===== src/sv/fp32_split_two_bf16_defines.svh =====
// Assertion macros shared by the fp32 to bf16 split block.
// No dependencies.
`ifndef FP32_SPLIT_TWO_BF16_DEFINES_SVH
`define FP32_SPLIT_TWO_BF16_DEFINES_SVH

// Implication checked on every clock edge outside reset.
`define ASSERT_IMPL(lbl, clk, rst_n, ante, cons, msg) \
    lbl: assert property (@(posedge clk) disable iff (!rst_n) (ante) |-> (cons)) \
        else $error(msg);

// Implication whose consequent is checked in the cycle after the antecedent.
`define ASSERT_NEXT(lbl, clk, rst_n, ante, cons, msg) \
    lbl: assert property (@(posedge clk) disable iff (!rst_n) (ante) |=> (cons)) \
        else $error(msg);

`endif


===== src/sv/fsb_pkg.sv =====
// Package for the fp32 to bf16 split block: payload types and constants.
// No dependencies.
package fsb_pkg;
    localparam logic [15:0] QNAN_BF16 = 16'h7FC0;
    localparam logic [7:0]  EXP_MAX   = 8'hFF;

    typedef struct packed {
        logic [31:0] value_bits;
        logic        last_in;
    } t_in_item;

    typedef struct packed {
        logic [15:0] high_part;
        logic [15:0] low_part;
        logic        last_out;
    } t_out_item;
endpackage


===== src/sv/fsb_if.sv =====
// Valid/ready channel interfaces for the split block.
// Depends on fsb_pkg.
interface fsb_in_if import fsb_pkg::*; ();
    logic     valid;
    logic     ready;
    t_in_item data;
    modport source (output valid, output data, input ready);
    modport sink   (input valid, input data, output ready);
endinterface

interface fsb_out_if import fsb_pkg::*; ();
    logic      valid;
    logic      ready;
    t_out_item data;
    modport source (output valid, output data, input ready);
    modport sink   (input valid, input data, output ready);
endinterface


===== src/sv/fp32_split_two_bf16.sv =====
// Top level: input register, split logic, output register.
// Depends on fsb_pkg, fsb_if, fsb_split and the defines header.
//
//  channel  | dir | payload
//  s_in     | in  | value_bits[31:0], last_in
//  m_out    | out | high_part[15:0], low_part[15:0], last_out
//
// One transaction per cycle while m_out is not stalled; data passes the input reg, then the output reg.
// Each stage advances when the stage after it is empty or being drained.
// Reset clears both stage valid flags; payload is not reset.
// Output stall backs up through the stages into s_in.ready.
`include "fp32_split_two_bf16_defines.svh"
module fp32_split_two_bf16
    import fsb_pkg::*;
(
    input  logic     i_clk,
    input  logic     i_rst_n,
    fsb_in_if.sink   s_in,
    fsb_out_if.source m_out
);
    logic      r_v1, n_v1, r_v2, n_v2;
    t_in_item  r_in;
    t_out_item r_out, w_res;
    logic      adv2, adv1;

    assign adv2 = r_v1 && (!r_v2 || m_out.ready);
    assign adv1 = !r_v1 || adv2;
    assign s_in.ready = adv1;

    fsb_split u_split (.i_item(r_in), .o_item(w_res));

    always_comb begin
        n_v1 = adv1 ? s_in.valid : r_v1;
        n_v2 = adv2 ? 1'b1 : (m_out.ready ? 1'b0 : r_v2);
    end

    always_ff @(posedge i_clk) begin
        if (!i_rst_n) begin
            r_v1 <= 1'b0;
            r_v2 <= 1'b0;
        end else begin
            r_v1 <= n_v1;
            r_v2 <= n_v2;
        end
        if (adv1 && s_in.valid) r_in <= s_in.data;
        if (adv2) r_out <= w_res;
    end

    assign m_out.valid = r_v2;
    assign m_out.data  = r_out;

    `ASSERT_NEXT(a_hold, i_clk, i_rst_n, m_out.valid && !m_out.ready,
        m_out.valid, "output result dropped while stalled")
    `ASSERT_IMPL(a_nan, i_clk, i_rst_n, r_v1 && r_in.value_bits[30:23] == EXP_MAX,
        w_res.low_part == QNAN_BF16, "inf or nan input must give quiet nan low part")
    `ASSERT_NEXT(a_load, i_clk, i_rst_n, adv2, r_v2 && r_out.last_out == $past(r_in.last_in),
        "last flag not carried to output stage")
endmodule


===== src/sv/fsb_split.sv =====
// Combinational split of one fp32 word into high and rounded residual bf16 (quiet nan low part for inf or nan input).
// Depends on fsb_pkg.
module fsb_split
    import fsb_pkg::*;
(
    input  t_in_item  i_item,
    output t_out_item o_item
);
    logic [31:0] x;
    logic [15:0] low;
    logic [7:0]  eff;
    logic [3:0]  msb;
    logic [8:0]  esum;
    logic [31:0] res;
    logic [31:0] rnd;
    logic [22:0] frac;
    logic [7:0]  bexp;

    assign x   = i_item.value_bits;
    assign low = x[15:0];
    assign eff = (x[30:23] == 8'd0) ? 8'd1 : x[30:23];

    // leading one position of the low half
    always_comb begin
        msb = 4'd0;
        for (int k = 1; k < 16; k++) begin
            if (low[k]) msb = 4'(k);
        end
    end

    assign esum = {1'b0, eff} + {5'd0, msb};
    assign bexp = 8'(esum - 9'd23);
    assign frac = 23'({7'd0, low} << (5'd23 - {1'b0, msb}));

    always_comb begin
        if (low == 16'd0) begin
            res = 32'd0;
        end else if (esum <= 9'd23) begin
            res = {x[31], 31'({15'd0, low} << (eff - 8'd1))};
        end else begin
            res = {x[31], bexp, frac};
        end
    end

    assign rnd = res + 32'h7FFF + {31'd0, res[16]};

    always_comb begin
        o_item.high_part = x[31:16];
        o_item.low_part  = (x[30:23] == EXP_MAX) ? QNAN_BF16 : rnd[31:16];
        o_item.last_out  = i_item.last_in;
    end
endmodule

===== src/flat_wrapper.sv =====
// flat-port wrapper written by rule: the top's interface ports become plain ports
module fp32_split_two_bf16_flat import fsb_pkg::*;
  (i_clk, i_rst_n, s_in_valid, s_in_data, s_in_ready, m_out_valid, m_out_data, m_out_ready);
  fsb_in_if s_in_i ();
  fsb_out_if m_out_i ();
  input  logic i_clk;
  input  logic i_rst_n;
  input wire logic [$bits(s_in_i.valid)-1:0] s_in_valid;
  input wire logic [$bits(s_in_i.data)-1:0] s_in_data;
  output wire logic [$bits(s_in_i.ready)-1:0] s_in_ready;
  output wire logic [$bits(m_out_i.valid)-1:0] m_out_valid;
  output wire logic [$bits(m_out_i.data)-1:0] m_out_data;
  input wire logic [$bits(m_out_i.ready)-1:0] m_out_ready;
  assign s_in_i.valid = s_in_valid;
  assign s_in_i.data = s_in_data;
  assign s_in_ready = s_in_i.ready;
  assign m_out_valid = m_out_i.valid;
  assign m_out_data = m_out_i.data;
  assign m_out_i.ready = m_out_ready;
  fp32_split_two_bf16 u_core (.i_clk(i_clk), .i_rst_n(i_rst_n), .s_in(s_in_i), .m_out(m_out_i));
endmodule

===== config.mk =====
export PLATFORM = sky130hd
export DESIGN_NAME = fp32_split_two_bf16_flat
export DESIGN_NICKNAME = d
export VERILOG_FILES = /design/src/sv/fsb_pkg.sv /design/src/sv/fsb_if.sv /design/src/sv/fp32_split_two_bf16.sv /design/src/sv/fsb_split.sv /design/src/flat_wrapper.sv
export VERILOG_INCLUDE_DIRS = /design/src /design/src/sv
export SDC_FILE = /design/constraint.sdc
export NUM_CORES = 1
export LEC_CHECK = 0
export ABC_AREA = 1
export BUFFER_PORTS_ARGS = -buffer_cell sky130_fd_sc_hd__buf_2
export CAP_MARGIN = 20
export CORE_ASPECT_RATIO = 0.7
export CORE_MARGIN = 8
export CORE_UTILIZATION = 25
export CTS_BUF_LIST = sky130_fd_sc_hd__clkbuf_4
export DETAILED_ROUTE_END_ITERATION = 12
export GPL_TIMING_DRIVEN = 1
export PLACE_DENSITY = 0.48
export SETUP_SLACK_MARGIN = 0.02
export SYNTH_ARGS = -nofsm -noshare
export SYNTH_HDL_FRONTEND = slang
export SYNTH_SLANG_ARGS = --single-unit

===== constraint.sdc =====
create_clock -name i_clk -period 8.2 [get_ports i_clk]
set_clock_uncertainty 0.1 [all_clocks]
set_input_delay 1.64 -clock i_clk [delete_from_list [all_inputs] [get_ports i_clk]]
set_output_delay 1.64 -clock i_clk [all_outputs]
set_load 0.01 [all_outputs]

==> run_results.csv <==
group,metric,value,unit
power,p_clk_share,24.0,%
cts,holdBufCountCts,0,
cts,h-tree-depth,3,
logic_synthesis,syn_inst,771,
logic_synthesis,syn_area,0.00564,mm^2
die,dieArea,0.0277,mm^2
grt,grt_use_total,13.3,%
cts,clock-root-buffer,"clkbuf_4",
final_layout,register_area,0.00202,mm^2
routing,final_antenna_net_count,0,
sta,relSlewSlack,51.4,%
logic_synthesis,yosysTopAreaCellShare,35.1,%
sta,fin_crit_sh,63.8,%
power,p_int,0.624,mW
grt,grt_overflow,0,
routing,routed_via_density,4.91,
die,die_height,142,um
cts,cts_made_buffers,9,
logic_synthesis,synth_cell_types,46,
sta,hold_violations,0,
grt,grt_pass1_wl,28900,um
cts,post_cts_resized,0,
cts,clock-sinks,68,
logic_synthesis,synth_area_leaders,"edfxtp_1 35%, nand3_1 15%, nand2_1 15%",
cts,cts_tree,"yes",
cts,cts_buffer_depth,2,
placed_design,dp_hpwl,13800,um
cts,cts_post_setup_buffers_inserted,0,
grt,antenna_found_initial,0,
routing,drc_errors,0,
routing,drtIter0Drc,506,
final_layout,fin_nets,869,
logic_synthesis,yosysWarnings,0,
die,io_pins,72,
logic_synthesis,synth_seq_cells,68,
power,seq_power_share,41.0,%
die,core-area,0.0224,mm^2
logic_synthesis,synth.avg_cell_area,7.32,um^2
critical_path,cp_slowest_cell,"edfxtp_1",
grt,top_usage_layer,"met1",
routing,first_pass_iters,5,
run,drv_cap,0,
final_layout,areaGrowthSynthToFinish,12.4,%
logic_synthesis,yosysSeqAreaShare,35.8,%
die,row_count,46,
critical_path,arrival,5.34,ns
logic_synthesis,synth.net_count,815,
sta,tightest_slew,0.729,ns
placed_design,gp_congestion,0.893,
critical_path,end_kind,"flop",
routing,vias,5491,
critical_path,cp_max_fo,18,
sta,fmax,191,MHz
sta,final.setup.tns,0,ns
die,fp.dieW,196,um
critical_path,max_stage_delay,0.55,ns
routing,routed_wl,18000,um
sta,slew_violations,0,
final_layout,nFillCells,2477,
critical_path,startpoint_type,"flop",
cts,clk_latency,0.48,ns
power,powerDensity,165,mW/mm^2
grt,grt_pass1_vias,5211,
die,start_util,25.2,%
grt,grt_use_met3,3.53,%
run_status,outcome,"complete, no violations",
worst_hold_path,hold_path.class,"flop to flop",
critical_path,cp.required,8.31,ns
final_layout,fin_cells,1118,
critical_path,crit_type,"flop to flop",
power,total_leakage_power,2.84,nW
grt,met2_usage,18.3,%
final_layout,diodes,0,
power,vdd_drop_max,0.0828,mV
sta,rsz0062_at_grt,"no",
final_layout,drive_above_1_share,19.5,%
routing,wire_per_inst,16.1,um
placed_design,port_buffers,71,
cts,clkSlewWorstSetupHoldPaths,0.14,ns
sta,finalSetupViolCount,0,
critical_path,crit_top_cell,"nand2_1",
power,combPwrFrac,35.0,%
power,p_sw_share,40.5,%
final_layout,multiInputGateArea,0.00311,mm^2
grt,met1_usage,20.0,%
power,p_sw,0.425,mW
logic_synthesis,synth.largest_area_cell,"edfxtp_1",
grt,grt_max_degree,33,
sta,fin_crit,5.23,ns
placed_design,placedCellCount,1101,
==> per-layer routing <==
metal | routed length [um] | share of wire [%] | up-vias
met5 | 0 | 0 | -
li1 | - | - | 2751
met2 | 6980 | 39 | 189
met4 | 197 | 1.1 | 0
met1 | 9450 | 52 | 2542
met3 | 1400 | 7.8 | 9
==> cells in the mapped netlist, drive strengths merged <==
master	instances
a21oi	23
xnor2	3
o211a	1
o31ai	1
fa	1
nor2	55
dfxtp	2
nand2	242
edfxtp	66
ha	6
o21ai	11
o211ai	2
clkbuf	13
inv	69
xor2	9
or2	5
nand3	174
buf	21
nand3b	3
nand4	50
a31oi	1
nor3	6
clkinv	1
nor4	3
and2	2
bufinv	1
==> registers in the layout (all words and copies together) (netlist names) <==
| name | flops |
|---|---|
| u_core.m_out.valid | 1 |
| u_core.r_v1 | 1 |
| u_core.m_out.data | 33 |
| u_core.r_in | 33 |
==> cells by family after synthesis <==
kind of cell             count (synthesis)  synth area share [%]
AO/OA/AOI/OAI                           39                  3.90
XOR/XNOR                                12                  2.46
adder cells (fa/ha/maj)                  7                  1.69
buffers and inverters                  105                  9.31
flip-flops                              68                  35.8
AND/OR/NAND/NOR                        540                  46.8
==> per-stage QoR <==
step           setup slack, ns  util, %  cell area (um^2)  total power [mW]  hold slack (ns)
3_3_place_gp              2.60     27.5              6160             0.803            0.301
4_1_cts                   2.58     28.3              6340              1.06            0.339
3_5_place_dp              2.64     27.6              6190             0.801            0.306
5_1_grt                   2.38     28.3              6340              1.13            0.353
6_report                  2.97     28.3              6340              1.05            0.336
2_1_floorplan             3.94        -              5640             0.707            0.300
==> worst paths after layout <==
kind | startpoint | endpoint | slack, ns | cells past startpoint
worst max-delay path | u_core.r_in[3]$_DFFE_PP_ | u_core.m_out.data[7]$_SDFFCE_PN1P_ | 2.97 | 34
worst min-delay path | u_core.r_in[18]$_DFFE_PP_ | u_core.m_out.data[18]$_DFFE_PP_ | 0.34 | 0
worst max register to register | u_core.r_in[3]$_DFFE_PP_ | u_core.m_out.data[7]$_SDFFCE_PN1P_ | 2.97 | 34
worst min register to register | u_core.r_in[18]$_DFFE_PP_ | u_core.m_out.data[18]$_DFFE_PP_ | 0.34 | 0
==> worst max-delay path, delay by kind of cell (launching register included) <==
family | cells | cell delay (ns)
fa+ha+maj | 2 | 0.59
xor+xnor | 1 | 0.27
simple gates | 27 | 2.94
buf+inv | 4 | 0.52
flops | 1 | 0.55
==> layout make-up <==
type | count | area share [%]
multi-input cells | 598 | 49.0
clock inverters | 7 | 1.28
well taps | 288 | 5.68
clock buffers | 9 | 1.07
repair buffers | 77 | 6.63
inverters | 71 | 4.50
flip-flops and latches | 68 | 31.9
==> layout by cell type, fill, tap and decap left out, types with 6 or more instances in the layout <==
cell type | Yosys | layout
a21oi_1 | 22 | 21
nor2_2 | 7 | 7
clkbuf_4 | 3 | 9
inv_1 | 59 | 59
buf_2 | 8 | 71
nor2_4 | 8 | 8
nand2_2 | 14 | 14
nand2_1 | 223 | 223
ha_1 | 6 | 6
nor2_1 | 40 | 40
edfxtp_1 | 66 | 66
inv_2 | 8 | 8
nand3_1 | 170 | 170
nand4_2 | 6 | 6
nand4_1 | 43 | 43
xor2_1 | 6 | 6
==> power by group through the flow <==
stage               sequential, mW  combinational, mW  clock [mW]
finish                       0.430              0.367       0.252
global route                 0.433              0.414       0.279
CTS                          0.430              0.365       0.266
detailed placement           0.438              0.364           0
global placement             0.438              0.365           0
floorplan                    0.437              0.270           0
Note: power is estimated with default switching activity, not from simulation.
